**src/rtl/i2cme_pkg.sv**
```systemverilog
`default_nettype none
package i2cme_pkg;

  // Request codes carried on req_type.
  localparam logic [2:0] REQ_TICK  = 3'd0;
  localparam logic [2:0] REQ_START = 3'd1;
  localparam logic [2:0] REQ_STOP  = 3'd2;
  localparam logic [2:0] REQ_WRITE = 3'd3;
  localparam logic [2:0] REQ_READ  = 3'd4;

  // Command in progress; the encodings follow the request codes.
  typedef enum logic [2:0] {
    CMD_IDLE  = 3'd0,
    CMD_START = 3'd1,
    CMD_STOP  = 3'd2,
    CMD_WRITE = 3'd3,
    CMD_READ  = 3'd4
  } cmd_e;

  // Command lengths in SCL half-periods.
  localparam logic [4:0] LEN_START = 5'd3;
  localparam logic [4:0] LEN_STOP  = 5'd3;
  localparam logic [4:0] LEN_WRITE = 5'd20;
  localparam logic [4:0] LEN_READ  = 5'd22;

  // Divider register.
  localparam int unsigned DIV_W = 16;
  localparam logic [DIV_W-1:0] DIV_RESET = 16'd500;

  // Register map index of the divider.
  localparam logic REG_HALF_PERIOD = 1'b0;

  // Levels driven on the bus.
  typedef struct packed {
    logic scl;
    logic sda;
    logic released;
  } lines_t;

  // One result item.
  typedef struct packed {
    logic       scl_level;
    logic       sda_level;
    logic       sda_released;
    logic       busy_res;
    logic       done_res;
    logic [7:0] read_byte;
    logic       ack_seen;
    logic       cmd_rejected;
  } res_t;

  function automatic logic [4:0] cmd_len(input cmd_e cmd);
    logic [4:0] len;
    case (cmd)
      CMD_START: len = LEN_START;
      CMD_STOP:  len = LEN_STOP;
      CMD_WRITE: len = LEN_WRITE;
      default:   len = LEN_READ;
    endcase
    return len;
  endfunction

endpackage
`default_nettype wire

```
**src/rtl/i2cme_cfg.sv**
```systemverilog
`default_nettype none
module i2cme_cfg (
  input  wire logic                      clk,
  input  wire logic                      rst,
  input  wire logic                      psel,
  input  wire logic                      penable,
  input  wire logic                      pwrite,
  input  wire logic [2:0]                paddr,
  input  wire logic [31:0]               pwdata,
  output logic      [31:0]               prdata,
  output logic                           pready,
  output logic [i2cme_pkg::DIV_W-1:0]    half_period_ticks
);
  import i2cme_pkg::*;

  logic wr_en;

  // The register is written on the access cycle of a write.
  assign pready = 1'b1;
  assign wr_en  = psel && penable && pwrite && (paddr[2] == REG_HALF_PERIOD);

  always_ff @(posedge clk) begin
    if (rst) begin
      half_period_ticks <= DIV_RESET;
    end else if (wr_en) begin
      half_period_ticks <= pwdata[DIV_W-1:0];
    end
  end

  // Read data; addresses past the map read as zero.
  always_comb begin
    prdata = '0;
    if (paddr[2] == REG_HALF_PERIOD) begin
      prdata = {{(32-DIV_W){1'b0}}, half_period_ticks};
    end
  end

endmodule
`default_nettype wire

```
**src/rtl/i2cme_seq.sv**
```systemverilog
`default_nettype none
module i2cme_seq (
  input  wire logic                      clk,
  input  wire logic                      rst,
  input  wire logic                      accept,
  input  wire logic [2:0]                req_type,
  input  wire logic                      sda_in,
  input  wire logic [7:0]                wdata,
  input  wire logic                      send_ack,
  input  wire logic [i2cme_pkg::DIV_W-1:0] half_period_ticks,
  output i2cme_pkg::res_t                res
);
  import i2cme_pkg::*;

  cmd_e             active_cmd, active_cmd_next;
  logic [4:0]       phase_step, phase_step_next;
  logic [DIV_W-1:0] tick_count, tick_count_next;
  logic [7:0]       shift_reg, shift_reg_next;
  logic             ack_flag, ack_flag_next;
  logic             ack_to_send, ack_to_send_next;
  lines_t           lines, lines_next;
  logic [7:0]       last_read, last_read_next;
  logic             done, rejected;
  logic [DIV_W-1:0] tick_inc;
  logic [DIV_W-1:0] hp;
  logic [4:0]       phase_inc;

  // Line changes made at the start of half-period k.
  function automatic lines_t begin_step(input cmd_e cmd, input logic [4:0] k,
                                        input lines_t cur, input logic [7:0] sh,
                                        input logic ack);
    lines_t     l;
    logic [4:0] j;
    l = cur;
    j = k - 5'd1;
    case (cmd)
      CMD_START: begin
        if (k == 5'd0) begin
          l.released = 1'b0;
          l.sda      = 1'b1;
        end else if (k == 5'd1) begin
          l.scl = 1'b1;
        end else begin
          l.sda = 1'b0;
        end
      end
      CMD_STOP: begin
        if (k == 5'd0) l.sda = 1'b0;
        else if (k == 5'd1) l.scl = 1'b1;
        else l.sda = 1'b1;
      end
      CMD_WRITE: begin
        if (k == 5'd0) begin
          l.scl = 1'b0;
        end else if (k <= 5'd16) begin
          // Data bits go out MSB first, one per SCL period.
          if (!j[0]) begin
            l.sda = sh[3'd7 - j[3:1]];
            l.scl = 1'b1;
          end else begin
            l.scl = 1'b0;
          end
        end else if (k == 5'd17) begin
          l.sda = 1'b1;
        end else if (k == 5'd18) begin
          l.released = 1'b1;
          l.scl      = 1'b1;
        end else begin
          l.scl = 1'b0;
        end
      end
      default: begin
        if (k == 5'd0) begin
          l.sda = 1'b1;
        end else if (k == 5'd1) begin
          l.scl = 1'b0;
        end else if (k <= 5'd17) begin
          if (k == 5'd2) l.released = 1'b1;
          l.scl = !k[0];
        end else if (k == 5'd18) begin
          l.released = 1'b0;
          l.sda      = !ack;
        end else if (k == 5'd19) begin
          l.scl = 1'b1;
        end else if (k == 5'd20) begin
          l.scl = 1'b0;
        end else begin
          l.sda = 1'b1;
        end
      end
    endcase
    return l;
  endfunction

  // A divider of zero counts as one.
  assign hp        = (half_period_ticks == '0) ? {{(DIV_W-1){1'b0}}, 1'b1}
                                               : half_period_ticks;
  assign tick_inc  = tick_count + {{(DIV_W-1){1'b0}}, 1'b1};
  assign phase_inc = phase_step + 5'd1;

  // Next state for one accepted item.
  always_comb begin
    active_cmd_next  = active_cmd;
    phase_step_next  = phase_step;
    tick_count_next  = tick_count;
    shift_reg_next   = shift_reg;
    ack_flag_next    = ack_flag;
    ack_to_send_next = ack_to_send;
    lines_next       = lines;
    last_read_next   = last_read;
    done             = 1'b0;
    rejected         = 1'b0;

    if (req_type == REQ_START || req_type == REQ_STOP ||
        req_type == REQ_WRITE || req_type == REQ_READ) begin
      if (active_cmd != CMD_IDLE) begin
        rejected = 1'b1;
      end else begin
        active_cmd_next = cmd_e'(req_type);
        phase_step_next = '0;
        tick_count_next = '0;
        if (req_type == REQ_WRITE) shift_reg_next = wdata;
        if (req_type == REQ_READ) begin
          shift_reg_next   = '0;
          ack_to_send_next = send_ack;
        end
        lines_next = begin_step(cmd_e'(req_type), 5'd0, lines, wdata, send_ack);
      end
    end else if (req_type == REQ_TICK && active_cmd != CMD_IDLE) begin
      tick_count_next = tick_inc;
      if (tick_inc >= hp || tick_inc == '0) begin
        tick_count_next = '0;
        // Samples at the end of the half-period.
        if (active_cmd == CMD_WRITE && phase_step == 5'd18) begin
          ack_flag_next = !sda_in;
        end else if (active_cmd == CMD_READ && phase_step >= 5'd2 &&
                     phase_step <= 5'd16 && !phase_step[0]) begin
          shift_reg_next = {shift_reg[6:0], sda_in};
        end
        if (phase_inc >= cmd_len(active_cmd)) begin
          if (active_cmd == CMD_WRITE) begin
            lines_next.sda      = 1'b0;
            lines_next.released = 1'b0;
          end
          if (active_cmd == CMD_READ) last_read_next = shift_reg_next;
          active_cmd_next = CMD_IDLE;
          phase_step_next = '0;
          done            = 1'b1;
        end else begin
          phase_step_next = phase_inc;
          lines_next = begin_step(active_cmd, phase_inc, lines, shift_reg_next,
                                  ack_to_send);
        end
      end
    end
  end

  always_ff @(posedge clk) begin
    if (rst) begin
      active_cmd  <= CMD_IDLE;
      phase_step  <= '0;
      tick_count  <= '0;
      shift_reg   <= '0;
      ack_flag    <= 1'b0;
      ack_to_send <= 1'b0;
      lines       <= '{scl: 1'b1, sda: 1'b1, released: 1'b0};
      last_read   <= '0;
    end else if (accept) begin
      active_cmd  <= active_cmd_next;
      phase_step  <= phase_step_next;
      tick_count  <= tick_count_next;
      shift_reg   <= shift_reg_next;
      ack_flag    <= ack_flag_next;
      ack_to_send <= ack_to_send_next;
      lines       <= lines_next;
      last_read   <= last_read_next;
    end
  end

  // Result of the item being accepted, taken after its update.
  always_comb begin
    res.scl_level    = lines_next.scl;
    res.sda_level    = lines_next.sda;
    res.sda_released = lines_next.released;
    res.busy_res     = (active_cmd_next != CMD_IDLE);
    res.done_res     = done;
    res.read_byte    = last_read_next;
    res.ack_seen     = ack_flag_next;
    res.cmd_rejected = rejected;
  end

  // An idle engine sits at the first half-period.
  a_idle_phase: assert property (@(posedge clk) disable iff (rst)
    active_cmd == CMD_IDLE |-> phase_step == 5'd0)
    else $error("idle engine with nonzero phase");

  // A running command never passes its own length.
  a_phase_range: assert property (@(posedge clk) disable iff (rst)
    active_cmd != CMD_IDLE |-> phase_step < cmd_len(active_cmd))
    else $error("phase beyond command length");

  // A completed command leaves the engine idle.
  a_done_idle: assert property (@(posedge clk) disable iff (rst)
    accept && done |=> active_cmd == CMD_IDLE)
    else $error("engine busy after done");

endmodule
`default_nettype wire

```
**src/rtl/i2cme_skid.sv**
```systemverilog
`default_nettype none
module i2cme_skid (
  input  wire logic            clk,
  input  wire logic            rst,
  input  wire logic            push,
  input  i2cme_pkg::res_t      push_data,
  output logic                 full,
  output logic                 out_valid,
  input  wire logic            out_stall,
  output i2cme_pkg::res_t      out_data
);
  import i2cme_pkg::*;

  logic skid_valid;
  res_t skid_data;
  logic pop;

  assign pop  = out_valid && !out_stall;
  assign full = skid_valid;

  // Control: the skid entry fills only while the output register holds.
  always_ff @(posedge clk) begin
    if (rst) begin
      out_valid  <= 1'b0;
      skid_valid <= 1'b0;
    end else if (!out_valid || pop) begin
      out_valid  <= skid_valid || push;
      skid_valid <= 1'b0;
    end else if (push) begin
      skid_valid <= 1'b1;
    end
  end

  // Payload.
  always_ff @(posedge clk) begin
    if (!out_valid || pop) begin
      out_data <= skid_valid ? skid_data : push_data;
    end else if (push) begin
      skid_data <= push_data;
    end
  end

  // The skid entry is only in use behind a waiting result.
  a_skid_behind: assert property (@(posedge clk) disable iff (rst)
    skid_valid |-> out_valid)
    else $error("skid entry without output item");

  // Nothing is pushed into a full buffer.
  a_no_overflow: assert property (@(posedge clk) disable iff (rst)
    skid_valid |-> !push)
    else $error("push into full output buffer");

endmodule
`default_nettype wire

```
**src/rtl/i2c_master_byte_engine_top.sv**
```systemverilog
`default_nettype none
// Channel  | Handshake                     | Payload
// input    | in_valid / in_stall           | req_type, sda_in, wdata, send_ack
// output   | out_valid / out_stall         | scl_level .. cmd_rejected
// config   | psel, penable, pwrite, pready | paddr, pwdata, prdata
//
// One result item per input item; one item can be accepted every cycle
// while in_stall is low. State and result are computed from the accepted item;
// the result is registered at acceptance, into the skid entry if the output holds.
// A two-entry output buffer absorbs one stall; in_stall rises when both are full.
// Synchronous reset puts the bus lines at SCL high, SDA driven high, idle.
module i2c_master_byte_engine_top (
  input  wire logic        clk,
  input  wire logic        rst,
  input  wire logic        in_valid,
  output logic             in_stall,
  input  wire logic [2:0]  req_type,
  input  wire logic        sda_in,
  input  wire logic [7:0]  wdata,
  input  wire logic        send_ack,
  output logic             out_valid,
  input  wire logic        out_stall,
  output logic             scl_level,
  output logic             sda_level,
  output logic             sda_released,
  output logic             busy_res,
  output logic             done_res,
  output logic [7:0]       read_byte,
  output logic             ack_seen,
  output logic             cmd_rejected,
  input  wire logic        psel,
  input  wire logic        penable,
  input  wire logic        pwrite,
  input  wire logic [2:0]  paddr,
  input  wire logic [31:0] pwdata,
  output logic [31:0]      prdata,
  output logic             pready
);
  import i2cme_pkg::*;

  logic             accept;
  logic [DIV_W-1:0] half_period_ticks;
  res_t             res;
  res_t             out_res;

  assign accept = in_valid && !in_stall;

  i2cme_cfg u_cfg (
    .clk               (clk),
    .rst               (rst),
    .psel              (psel),
    .penable           (penable),
    .pwrite            (pwrite),
    .paddr             (paddr),
    .pwdata            (pwdata),
    .prdata            (prdata),
    .pready            (pready),
    .half_period_ticks (half_period_ticks)
  );

  i2cme_seq u_seq (
    .clk               (clk),
    .rst               (rst),
    .accept            (accept),
    .req_type          (req_type),
    .sda_in            (sda_in),
    .wdata             (wdata),
    .send_ack          (send_ack),
    .half_period_ticks (half_period_ticks),
    .res               (res)
  );

  i2cme_skid u_skid (
    .clk       (clk),
    .rst       (rst),
    .push      (accept),
    .push_data (res),
    .full      (in_stall),
    .out_valid (out_valid),
    .out_stall (out_stall),
    .out_data  (out_res)
  );

  // Result fields onto their ports.
  assign scl_level    = out_res.scl_level;
  assign sda_level    = out_res.sda_level;
  assign sda_released = out_res.sda_released;
  assign busy_res     = out_res.busy_res;
  assign done_res     = out_res.done_res;
  assign read_byte    = out_res.read_byte;
  assign ack_seen     = out_res.ack_seen;
  assign cmd_rejected = out_res.cmd_rejected;

endmodule
`default_nettype wire
```
**config.mk**
```make
export PLATFORM = sky130hd
export DESIGN_NAME = i2c_master_byte_engine_top
export DESIGN_NICKNAME = d
export VERILOG_FILES = /design/src/rtl/i2cme_pkg.sv /design/src/rtl/i2cme_cfg.sv /design/src/rtl/i2cme_seq.sv /design/src/rtl/i2cme_skid.sv /design/src/rtl/i2c_master_byte_engine_top.sv
export SDC_FILE = /design/constraint.sdc
export NUM_CORES = 1
export LEC_CHECK = 0
export BUFFER_PORTS_ARGS = -buffer_cell sky130_fd_sc_hd__clkbuf_2
export CORE_MARGIN = 3
export CORE_UTILIZATION = 32
export CTS_CLUSTER_DIAMETER = 60
export CTS_CLUSTER_SIZE = 25
export DETAILED_ROUTE_END_ITERATION = 10
export GPL_ROUTABILITY_DRIVEN = 0
export PLACE_DENSITY = 0.49
export SETUP_SLACK_MARGIN = 0.2
export SKIP_CTS_REPAIR_TIMING = 1
export SLEW_MARGIN = 20
export SYNTH_ARGS = -nofsm -noshare
export SYNTH_HDL_FRONTEND = slang
export SYNTH_SLANG_ARGS = --single-unit
```
**constraint.sdc**
```tcl
create_clock -name clk -period 6 [get_ports clk]
set_input_delay 0.6 -clock clk [delete_from_list [all_inputs] [get_ports clk]]
set_output_delay 0.6 -clock clk [all_outputs]
set_load 0.01 [all_outputs]
```
Yosys cells after proc, flatten, opt, wreduce, memory -nomap -nowiden. Cells that the tools add are included.

Bits in registers: 93. Input bits: 55.

Add/sub/neg operators: 4. $lt $le $gt $ge: 7. Eq/ne operators: 17. Mux-type cells: 95. Bitwise logic cells: 3. Reduce and logical (&&, ||, !) cells: 38.

Operators with widths (count): $mux 8 (16); $mux 16 (6); $mux 1 (45); $mux 5 (8); $logic_not 16->1 (2); $mux 3 (9); $eq 5x5->1 const B (5); $add 16x1->16 const B (1); $ge 16x16->1 (1); $le 5x5->1 const B (3); $mux 15 (1); $eq 3x2->1 const B (4); $logic_and 1x1->1 (10); $mux 2 (5); $pmux 5 s2 (1); $reduce_and 4->1 (2); $logic_not 1->1 (7); $eq 3x1->1 const B (2); $eq 3x3->1 const B (2); $logic_or 1x1->1 (6); $pmux 2 s3 (1); $reduce_bool 3->1 (2); $add 5x1->5 const B (1); $eq 5x1->1 const B (1); other kinds (19) (23).

Longest topological paths before layout.
Word-level depth: 20. Mapped depth: 15. Mapped depth without buffers: 13.

By module. A second synthesis with hierarchy kept.

Cell total of the unflattened synthesis: 749. Area total of the unflattened synthesis: 6547.5 µm².

Modules (own cells, without submodules): i2cme_seq (instances 1, cells each 588, area each 4377.9 µm², sequential area each 900.9 µm²); i2cme_skid (instances 1, cells each 54, area each 1198.6 µm², sequential area each 940.9 µm²); i2cme_cfg (instances 1, cells each 106, area each 957.2 µm², sequential area each 320.3 µm²); i2c_master_byte_engine_top (instances 1, cells each 1, area each 13.8 µm², sequential area each 0.0 µm²).

Worst setup path after synthesis. Ideal clock, no wire load.

Path kind: register -> register. Start point: register u_seq.tick_count[0]. End point: register u_skid.out_data[2] (netlist bit), data pin. Library setup time: 0.260 ns. Arrival time: 3.516 ns. Required time: 5.740 ns. Setup slack: 2.224 ns. Cell stages (with the launch flop): 15. Buffers on the path: 1. Period minus slack after synthesis: 3.776 ns. Cells stage by stage: dfxtp_1 -> ha_1 -> buf_4 -> nand3_2 -> nor3_1 -> xor2_1 -> ha_1 -> and4_1 -> a211oi_1 -> nand2_1 -> o31ai_1 -> nand2_1 -> o211ai_4 -> mux2_4 -> mux2_4.

RTL lines: start: declaration (line i2cme_seq.sv:17) `logic [DIV_W-1:0] tick_count, tick_count_next;`; start signal: assignment (line i2cme_seq.sv:171) `tick_count <= tick_count_next;`; end signal: assignment (line i2cme_skid.sv:37) `out_data <= skid_valid ? skid_data : push_data;`; end: declaration (line i2cme_skid.sv:10) `output i2cme_pkg::res_t out_data`.

Worst setup path after layout.
Start point: register u_seq.tick_count[0]. End point: register u_skid.out_data[14] (netlist bit), data pin.

Longest elaborated chain between the ends: 7. Elaborated cells on any way between the ends: 8.

Ends and longest elaborated chain: $add 16x1->16 * (line i2cme_seq.sv:98) `assign tick_inc = tick_count + {{(DIV_W-1){1'b0}}, 1'b1};`; $ge 16x16->1 / $logic_not 16->1 (equally long branches) (line i2cme_seq.sv:131) `if (tick_inc >= hp || tick_inc == '0) begin`; $logic_or 1x1->1 * (line i2cme_seq.sv:131); $mux 3 * (line i2cme_seq.sv:131); $mux 3 * (line i2cme_seq.sv:129) `end else if (req_type == REQ_TICK && active_cmd != CMD_IDLE) begin`; $mux 3 * (line i2cme_seq.sv:114) `if (req_type == REQ_START || req_type == REQ_STOP ||`; $mux 15 * (line i2cme_skid.sv:37).

Every way passes the cells marked *; elsewhere a longest branch is shown, timed or not. A chain may end at the register's enable or synchronous reset.

==> run_results.csv <==
group,metric,value,unit
floorplan,core-area,18800,µm²
worst_setup_path,cp-start-kind,"flop",
hold_path,holdCritPathClass,"input port to flop",
route,antenna_left,0,
cells_and_area,nets,844,
timing,relSlewSlack,0.305,
cells_and_area,area_delta_synth_final,12.1,%
placement,io_buffers,69,
route,dr.pass1.iters,5,
logic_synthesis,yosysTopAreaCell,"dfxtp_1",
floorplan,rows,50,
cells_and_area,post_route_cells_drive_above_1_share,0.176,
clock_network,cts.clk_slew.worst_paths,70,ps
global_route,grtUsageTotal,0.147,
logic_synthesis,avgSynthCellArea,8.54,µm²
logic_synthesis,synthCells,723,
route,wirelength,15700,µm
cells_and_area,n_fill_cell,1931,
floorplan,fp.dieH,145,µm
logic_synthesis,ys_warn_count,0,
timing,finalCritPeriodShare,0.777,
route,routed_via_density,5.16,
timing,worst_slew_pin_slew,1040,ps
logic_synthesis,synth_top_area_share,0.204,
cells_and_area,seq_area,2160,µm²
status,status,"finished, final reports clean",
clock_network,cts_made_buffers,9,
floorplan,num_io_pins,105,
job,drv_cap,0,
worst_setup_path,crit_required,6200,ps
timing,min_period,4660,ps
logic_synthesis,synth_edf_count,30,
logic_synthesis,synth_area,6170,µm²
timing,rsz0062_at_grt,"false",
global_route,grt_pass1_vias,5153,
cells_and_area,top_regs,"u_cfg.half_period_ticks (16), u_seq.tick_count (16)",
power,p_leak,2.85,nW
route,wl_per_cell,15.2,µm
timing,finalMaxSlewViolations,0,
cells_and_area,multi_input_area,3590,µm²
global_route,antenna_found_initial,0,
global_route,grt_pass1_wl,25800,µm
route,num_vias,5301,
worst_setup_path,critical_path_class,"flop to flop",
power,p_per_area,205,nW/µm²
worst_setup_path,path_cells,"ha_1 -> nand3_2 -> nor3_1 -> xor2_1 -> ha_1 -> and4_1 -> a211oi_1 -> nand2_1 -> o31ai_1 -> a21oi_1 -> nor2_1 -> o211ai_1 -> a31oi_1",
clock_network,clock-sinks,93,
logic_synthesis,yosys-top-cells-count,"80 x nand2_1, 63 x dfxtp_1, 57 x nor2_1",
logic_synthesis,yosys.cell_count.top_type,"nand2_1",
clock_network,cts_max_path_buffers,2,
worst_setup_path,cpPeakStageDelay,840,ps
floorplan,initial_core_util,0.328,
clock_network,clk_latency,360,ps
worst_setup_path,crit_fanout,14,
timing,clock_skew,7.53,ps
clock_network,cts_tree,"built",
logic_synthesis,async_reset_ff_frac,0,
logic_synthesis,synth_seq_area_share,0.350,
route,drc,0,
logic_synthesis,synth_flop_cell,"dfxtp_1",
floorplan,die_w,145,µm
timing,setup_tns,0,ps
worst_setup_path,critPathSlowestCell,"nor2_1",
placement,pre_cts_ws,1330,ps
global_route,grt_max_degree,58,
worst_setup_path,end_kind,"flop",
logic_synthesis,synthTopCellsByArea,"dfxtp_1 20%, edfxtp_1 15%, ha_1 5.5%",
placement,postPlaceCellArea,6630,µm²
floorplan,die_area,21000,µm²
worst_setup_path,path_common_cell,"ha_1",
worst_setup_path,critical_path.top_delay_family,"simple AND/OR/NAND/NOR gates",
placement,post-dp-hpwl,11800,µm
route,drt_iter0_drc,286,
clock_network,cts_root_buf,"clkbuf_16",
timing,fmax,0.215,GHz
clock_network,h-tree-depth,3,
cells_and_area,final_area,6920,µm²
timing,setup_viol,0,
global_route,grt_overflow,0,
logic_synthesis,synth-seq-cells,93,
worst_setup_path,arrival,4860,ps
timing,finalHoldViolations,0,
timing,layout_setup_ws,1340,ps
logic_synthesis,synth_cell_types,77,
power,irDropWorstVdd,115,µV
cells_and_area,num_antenna_cells,0,
worst_setup_path,worst-path-buf-inv,0,
-- worst reg2reg max path: stages, from the launching register on --
cell	delay, ps
dfxtp_1	480
ha_1	410
nand3_2	260
nor3_1	240
xor2_1	270
ha_1	300
and4_1	230
a211oi_1	250
nand2_1	90
o31ai_1	420
a21oi_1	200
nor2_1	840
o211ai_1	290
a31oi_1	240
-- layer usage --
metal | vias up | global-route usage | part of all wire
met5 | - | 0 | 0
met4 | 0 | 0.0466 | 0.018
met3 | 21 | 0.0306 | 0.044
met2 | 138 | 0.251 | 0.48
met1 | 2478 | 0.186 | 0.46
li1 | 2664 | - | -
-- layout make-up --
type | count | share of cell area
inverters | 45 | 0.0244
flip-flops and latches | 93 | 0.312
repair buffers | 74 | 0.0553
clock inverters | 7 | 0.00958
well taps | 260 | 0.0470
clock buffers | 9 | 0.0325
multi-input cells | 539 | 0.519
-- report_power, final --
group	total, mW	internal [mW]	switching, mW
Clock	0.567	0.292	0.275
Combinational	0.166	0.0574	0.108
Sequential	0.683	0.669	0.0139
Total	1.42	1.02	0.397
-- kinds of logic after synthesis --
logic type                 after synthesis  share of synthesized area
xor gates and xnor gates                24                     0.0340
AOI/OAI and AO/OA                      177                      0.197
other                                    2                    0.00122
muxes                                   40                     0.0784
DFF                                     93                      0.350
adders and majority gates               27                     0.0547
buffers and inverters                  106                     0.0778
and+or+nand+nor                        254                      0.206
-- worst paths after layout --
path | cells past startpoint | startpoint | slack, ps | endpoint
max | 13 | u_seq.tick_count[0] | 1340 | u_skid.out_data[14]
min reg2reg | 2 | u_seq.shift_reg[7] | 470 | u_seq.shift_reg[7]
max reg2reg | 13 | u_seq.tick_count[0] | 1340 | u_skid.out_data[14]
min | 3 | pwdata[1] | 460 | u_cfg.half_period_ticks[1]
-- placed cells by master (no fill, tap or decap), types with 8 or more instances in the layout --
cell / instances
o21ai_0: 25
mux2i_1: 21
nor3_1: 17
or3_1: 8
ha_1: 27
nor4_1: 8
edfxtp_1: 30
a21oi_1: 52
inv_1: 43
xnor2_1: 13
xor2_1: 11
clkbuf_16: 9
nor2_1: 57
conb_1: 17
nand3_1: 30
nand2_1: 80
clkbuf_2: 69
dfxtp_1: 63
o211ai_1: 8
mux2_4: 16
a211oi_1: 19
a31oi_1: 11
-- metrics by stage --
step	util	total power [mW]	cells	hold slack, ps
2_1_floorplan	-	0.814	738	439
3_3_place_gp	0.352	0.860	1011	459
3_5_place_dp	0.352	0.863	1011	467
4_1_cts	0.367	1.44	1027	441
5_1_grt	0.367	1.48	1027	460
6_report	0.367	1.42	1027	460
(Power assumes the default switching activity.)
